File: src/rtl/pno_pkg.sv
`default_nettype none
// ----------------------------------------------------------------------------
// pno_pkg: shared types and constants for the polyline normal offset block
// Payload structs, controller commands and datapath status.
// ----------------------------------------------------------------------------
package pno_pkg;

    localparam int unsigned CoordW = 32;
    localparam int unsigned UnitW  = 32;   // signed Q1.30 unit component

    typedef struct packed {
        logic signed [CoordW-1:0] point_x;
        logic signed [CoordW-1:0] point_y;
        logic                     point_last;
    } t_in_item;

    typedef struct packed {
        logic signed [CoordW-1:0] out_x;
        logic signed [CoordW-1:0] out_y;
        logic                     out_last;
    } t_out_item;

    // normalize source select
    typedef enum logic [1:0] {
        SRC_EDGE_NEW = 2'd0,   // segment from held point to incoming point
        SRC_EDGE_OLD = 2'd1,   // segment from older point to held point
        SRC_SUM      = 2'd2    // sum of the two left normals
    } t_norm_src;

    // controller to datapath commands
    typedef struct packed {
        logic      load_in;      // capture incoming item
        logic      norm_start;   // start the normalizer
        t_norm_src norm_src;
        logic      save_edge;    // keep result as the new-edge normal
        logic      save_old;     // keep result as the old-edge normal
        logic      save_avg;     // keep result as the averaged normal
        logic      emit_start;   // start the emit sequence
        logic      emit_which;   // 0: held point, 1: incoming point
        logic      emit_ok;      // apply offset (else pass through)
        logic      emit_avg;     // use averaged normal, else new-edge normal
        logic      emit_last;
        logic      shift_state;  // older <= newer, newer <= incoming
    } t_cmd;

    // datapath to controller status
    typedef struct packed {
        logic norm_busy;
        logic norm_zero;        // last normalized vector was zero
        logic emit_busy;
        logic in_last;
    } t_stat;

endpackage : pno_pkg
`default_nettype wire

File: src/rtl/pno_ctrl.sv
`default_nettype none
// ----------------------------------------------------------------------------
// pno_ctrl: sequencer for the polyline normal offset
// Steps one point through normalize and emit commands.
// ----------------------------------------------------------------------------
module pno_ctrl
    import pno_pkg::*;
(
    input  wire logic  i_clk,
    input  wire logic  i_rst_n,
    input  wire logic  i_in_valid,
    output logic       o_in_ready,
    input  wire t_stat i_stat,
    output t_cmd       o_cmd
);

    typedef enum logic [9:0] {
        C_IDLE   = 10'b0000000001,
        C_DECIDE = 10'b0000000010,
        C_EWAIT  = 10'b0000000100,
        C_OWAIT  = 10'b0000001000,
        C_SWAIT  = 10'b0000010000,
        C_EMIT1  = 10'b0000100000,
        C_E1WAIT = 10'b0001000000,
        C_EMIT2  = 10'b0010000000,
        C_E2WAIT = 10'b0100000000,
        C_FINISH = 10'b1000000000
    } t_cstate;

    t_cstate r_st, n_st;
    logic [1:0] r_held, n_held;
    logic r_eok, n_eok, r_ok, n_ok;

    always_comb begin
        n_st   = r_st;
        n_held = r_held;
        n_eok  = r_eok;
        n_ok   = r_ok;
        o_cmd  = '0;
        o_cmd.norm_src = SRC_EDGE_NEW;
        o_in_ready = 1'b0;
        case (r_st)
            C_IDLE: begin
                o_in_ready = 1'b1;
                if (i_in_valid) begin
                    o_cmd.load_in = 1'b1;
                    n_st = C_DECIDE;
                end
            end
            C_DECIDE: begin
                if (r_held == 2'd0) begin
                    if (i_stat.in_last) begin
                        n_eok = 1'b0;
                        n_st  = C_EMIT2;
                    end else begin
                        o_cmd.shift_state = 1'b1;
                        n_held = 2'd1;
                        n_st   = C_IDLE;
                    end
                end else begin
                    o_cmd.norm_start = 1'b1;
                    o_cmd.norm_src   = SRC_EDGE_NEW;
                    n_st = C_EWAIT;
                end
            end
            C_EWAIT: begin
                o_cmd.norm_src = SRC_EDGE_NEW;
                if (!i_stat.norm_busy) begin
                    o_cmd.save_edge = 1'b1;
                    n_eok = !i_stat.norm_zero;
                    n_ok  = !i_stat.norm_zero;
                    if (r_held == 2'd2 && !i_stat.norm_zero) begin
                        o_cmd.norm_start = 1'b1;
                        o_cmd.norm_src   = SRC_EDGE_OLD;
                        n_st = C_OWAIT;
                    end else begin
                        n_st = C_EMIT1;
                    end
                end
            end
            C_OWAIT: begin
                o_cmd.norm_src = SRC_EDGE_OLD;
                if (!i_stat.norm_busy) begin
                    o_cmd.save_old = 1'b1;
                    n_ok = !i_stat.norm_zero;
                    n_st = C_SWAIT;
                end
            end
            C_SWAIT: begin
                // launch the sum normalize once, then wait on it
                o_cmd.norm_src = SRC_SUM;
                if (!r_ok) begin
                    n_st = C_EMIT1;
                end else if (!i_stat.norm_busy && n_held != 2'd3) begin
                    o_cmd.norm_start = 1'b1;
                    n_held = 2'd3;
                end else if (!i_stat.norm_busy) begin
                    o_cmd.save_avg = 1'b1;
                    n_ok   = !i_stat.norm_zero;
                    n_held = 2'd2;
                    n_st   = C_EMIT1;
                end
            end
            C_EMIT1: begin
                o_cmd.emit_start = 1'b1;
                o_cmd.emit_which = 1'b0;
                o_cmd.emit_ok    = (r_held == 2'd1) ? r_eok : r_ok;
                o_cmd.emit_avg   = (r_held != 2'd1);
                n_st = C_E1WAIT;
            end
            C_E1WAIT: begin
                if (!i_stat.emit_busy) n_st = i_stat.in_last ? C_EMIT2 : C_FINISH;
            end
            C_EMIT2: begin
                o_cmd.emit_start = 1'b1;
                o_cmd.emit_which = 1'b1;
                o_cmd.emit_ok    = r_eok && (r_held != 2'd0);
                o_cmd.emit_last  = 1'b1;
                n_st = C_E2WAIT;
            end
            C_E2WAIT: begin
                if (!i_stat.emit_busy) begin
                    n_held = 2'd0;
                    n_st   = C_IDLE;
                end
            end
            C_FINISH: begin
                o_cmd.shift_state = 1'b1;
                n_held = 2'd2;
                n_st   = C_IDLE;
            end
            default: n_st = C_IDLE;
        endcase
    end

    always_ff @(posedge i_clk) begin
        if (!i_rst_n) begin
            r_st   <= C_IDLE;
            r_held <= 2'd0;
            r_eok  <= 1'b0;
            r_ok   <= 1'b0;
        end else begin
            r_st   <= n_st;
            r_held <= n_held;
            r_eok  <= n_eok;
            r_ok   <= n_ok;
        end
    end

    a_ready_idle: assert property (@(posedge i_clk) disable iff (!i_rst_n)
        o_in_ready |-> (r_st == C_IDLE)) else $error("ready outside idle");
    a_held_idle: assert property (@(posedge i_clk) disable iff (!i_rst_n)
        (r_st == C_IDLE) |-> (r_held != 2'd3)) else $error("bad held count");
    a_emit_once: assert property (@(posedge i_clk) disable iff (!i_rst_n)
        o_cmd.emit_start |=> !o_cmd.emit_start) else $error("double emit");

endmodule : pno_ctrl
`default_nettype wire

File: config.mk
export PLATFORM = sky130hd
export DESIGN_NAME = pno_ctrl
export DESIGN_NICKNAME = d
export VERILOG_FILES = /design/src/rtl/pno_pkg.sv /design/src/rtl/pno_ctrl.sv
export SDC_FILE = /design/constraint.sdc
export NUM_CORES = 1
export LEC_CHECK = 0
export BUFFER_PORTS_ARGS = -buffer_cell sky130_fd_sc_hd__buf_2
export CORE_MARGIN = 2
export CORE_UTILIZATION = 40
export DETAILED_ROUTE_END_ITERATION = 16
export GPL_ROUTABILITY_DRIVEN = 0
export RECOVER_POWER = 100
export SLEW_MARGIN = 15
export SYNTH_ARGS = -nofsm -noshare
export SYNTH_HDL_FRONTEND = slang
export SYNTH_SLANG_ARGS = --single-unit
File: constraint.sdc
create_clock -name i_clk -period 2.4 [get_ports i_clk]
set_clock_uncertainty 0.2 [all_clocks]
set_input_delay 0.72 -clock i_clk [delete_from_list [all_inputs] [get_ports i_clk]]
set_output_delay 0.72 -clock i_clk [all_outputs]
set_load 0.01 [all_outputs]
==> out/qor.yml <==
timing:
  rsz0062_at_grt: "true"
  setup_slack_ns: -0.2498
  slew_headroom_pct: 75.79
  hold_violations: 0
  finalSetupViolCount: 14
  worstMarginPinSlew_ns: 0.3594
  min_period_ns: 2.650
  finalSetupTns_ns: -2.098
  min_period_over_period_pct: 110.4
  fmax_ghz: 0.3774
  drv_slew: 0
worst_setup_path:
  critPathKind: "reg -> out"
  crit_path_start_kind: "flop"
  r2r-end: "r_st[9]$_SDFFE_PN0P_"
  worst_setup_path_end_kind: "primary output"
  reg2reg_slack_ns: 0.21
  reg2regPathDepth: 8
  crit_required_ns: 1.48
  timing.rr.start: "r_st[6]$_SDFFE_PN0P_"
  crit_fanout: 7
  cp.arrival_ns: 1.73
pwr:
  pwr-share-clk_pct: 18.9
  p_switching_uw: 265.7
  p_comb_share_pct: 45.6
  p_per_area_nw_per_um2: 470.5
  intPower_uw: 473.1
  leakagePower_uw: 0.0007219
  seq_power_share_pct: 35.5
  swShare_pct: 35.96
  ir_drop_v: 0.0004748
  total_power_uw: 738.8
floorplanning:
  start_util_pct: 42.97
  die_h_um: 56.29
  core_um2: 2545
  die_area_um2: 3168
  pin_count: 21
  die_w_um: 56.29
  std_cell_rows: 18
cells_and_area:
  final_cell_count_no_fill: 219
  drive_above_1_share_pct: 48.15
  fin_area_um2: 1570
  num_antenna_cells: 0
  nets: 198
  area_growth_pct: 43.59
yosys:
  syn_inst: 137
  yosys.area.top_type: "dfxtp_1"
  yosysTopAreaCellShare_pct: 25.63
  ys_ff_latch: 14
  yosysSeqAreaShare_pct: 25.63
  synth_edf_count: 0
  syn_area_per_cell_um2: 7.982
  async_flop_share_pct: 0
  netlist_top_cells_area: "dfxtp_1, a21oi_1, o21ai_0"
  synth_area_um2: 1094
  yosysWarnings: 0
  yosysUniqueCellTypes: 49
  synth_ff_type: "dfxtp_1"
  synth.net_count: 144
clock_network:
  cts-htree-levels: 1
  holdBufCountCts: 0
  cts_max_path_buffers: 2
  cts_root_buf: "clkbuf_4"
  cts.sinks: 14
  cts_buffers: 3
  clk_pin_slew_ns: 0.09
  clk_latency_ns: 0.29
  cts_tree: "done"
global_route:
  grt.overflow.total: 0
  grt_util_all_layers_pct: 22.24
  grt_first_pass_wirelength_mm: 5.561
  antenna_found_initial: 0
  grt_max_degree: 9
  grt_pass1_vias: 1183
placement:
  dpl.hpwl_mm: 2.598
  dp_cells: 211
  port_buffers: 20
  post-place-ws_ns: -0.2056
  dpl-instance-area_um2: 1425
hold_path:
  hp-start: "r_eok$_SDFFE_PN0P_"
  holdCritPathClass: "reg -> reg"
  holdPathStages: 2
  min_to: "r_eok$_SDFFE_PN0P_"
route:
  num_vias: 1266
  drc: 0
  totalWireLength_mm: 3.419
  drt-initial-drc-count: 55
  ant_nets: 0
  wl_per_cell_um: 15.61
  drt_first_pass_iters: 4
  viasPerCell: 5.781
outcome:
  failed_checks: "negative setup slack"
  status: "finished, violations left"
flow_run:
  cap_violations: 0
## power by group through the flow
stage	Clock [uW]	Combinational, uW	Sequential (uW)
after floorplan	0	186	263
after global placement	0	307	267
after detailed placement	0	309	267
after CTS	141	328	263
after global routing	152	364	263
final	139	337	262
## metrics by stage
step / utilization (%) / hold slack (ns)
after floorplan: - / 0.2531
after global placement: 56.00 / 0.2814
after detailed placement: 56.00 / 0.2874
after CTS: 60.42 / 0.2992
after global routing: 61.70 / 0.3201
final: 61.70 / 0.3045
## cell families (layout without fill, tap and decap cells)
family	Yosys count	count (layout)	synth area share [%]
multiplexers	1	1	0.9154
flip-flops	14	14	25.63
AND/OR/NAND/NOR	62	62	37.99
XOR/XNOR	4	4	3.203
buffers and inverters	17	69	8.809
AO/OA/AOI/OAI	39	39	23.46
## synth_stat cells, types with 2 or more instances
library cell and instances:
nand2_1 13, nor4_1 3, buf_6 3, and2_1 2, buf_2 3, nand3_1 2
nor2_1 8, a21oi_1 10, nand4_1 2, o2111ai_1 2, clkbuf_2 2, xor2_1 4
nor3b_1 2, nand4b_1 4, o22ai_1 2, o21a_1 3, nand3_2 2, o21ai_0 10
nand2b_1 5, or3_1 3, nor3_1 2, nor4_4 2, dfxtp_1 14, nor2b_1 3
a211oi_1 2, inv_1 6
## metal layers
layer	GRT usage [%]	vias to the layer above	wire length, um
li1	-	620	-
met1	29.49	593	1477
met2	36.64	46	1666
met3	2.535	7	215
met4	8.844	0	59
met5	0	-	0
## cell type report
cell class | instances | area, um2
inverters | 7 | 26.28
fillers | 231 | 974.7
repair buffers | 59 | 406.6
well taps | 30 | 37.54
flip-flops and latches | 14 | 290.3
clock buffers | 3 | 22.52
multi-input cells | 106 | 787.0
## registers in the layout, summed over array words and instances, names as in the netlist
signal and cells:
r_ok 1, r_held 2, r_eok 1, r_st 10
## repair_timing
item	CTS	global route
setup endpoints to repair	14	14
pin swaps	8	5
gates resized for setup	17	6
setup buffers	5	1
## layout by cell type (no fill, tap or decap), types with 3 or more instances in the layout
master    synthesis  routed
buf_4             1      37
buf_2             3      19
nand2_1          13      12
a21oi_1          10       9
nor2_1            8       8
dfxtp_1          14       8
o21ai_0          10       7
inv_1             6       5
dfxtp_2           0       5
nand4b_1          4       4
nand2b_1          5       4
xor2_1            4       4
nor2b_1           3       3
o21a_1            3       3
o21ai_1           1       3
clkbuf_4          0       3
buf_6             3       3
## worst max-delay path by stage
stage | depth (start not counted) | slack (ns) | from | endpoint
after floorplan | 5 | -0.08 | r_st[1]$_SDFFE_PN0P_ | o_cmd[7]
after global placement | 6 | -0.18 | i_stat[2] | o_cmd[9]
after detailed placement | 5 | -0.21 | i_stat[2] | o_cmd[11]
after CTS | 7 | -0.25 | r_st[1]$_SDFFE_PN0P_ | o_cmd[3]
after global routing | 7 | -0.36 | r_st[1]$_SDFFE_PN0P_ | o_cmd[3]
final | 7 | -0.25 | r_st[1]$_SDFFE_PN0P_ | o_cmd[3]
## critical path, cell delays in order (launching register included)
cell and delay [ns]:
dfxtp_2 0.34, nor4_4 0.25, buf_4 0.18, nand4b_1 0.20, o21ai_1 0.19, nand3b_1 0.09
nand2_1 0.06, buf_2 0.12
Note: power is estimated with default switching activity, not from simulation.
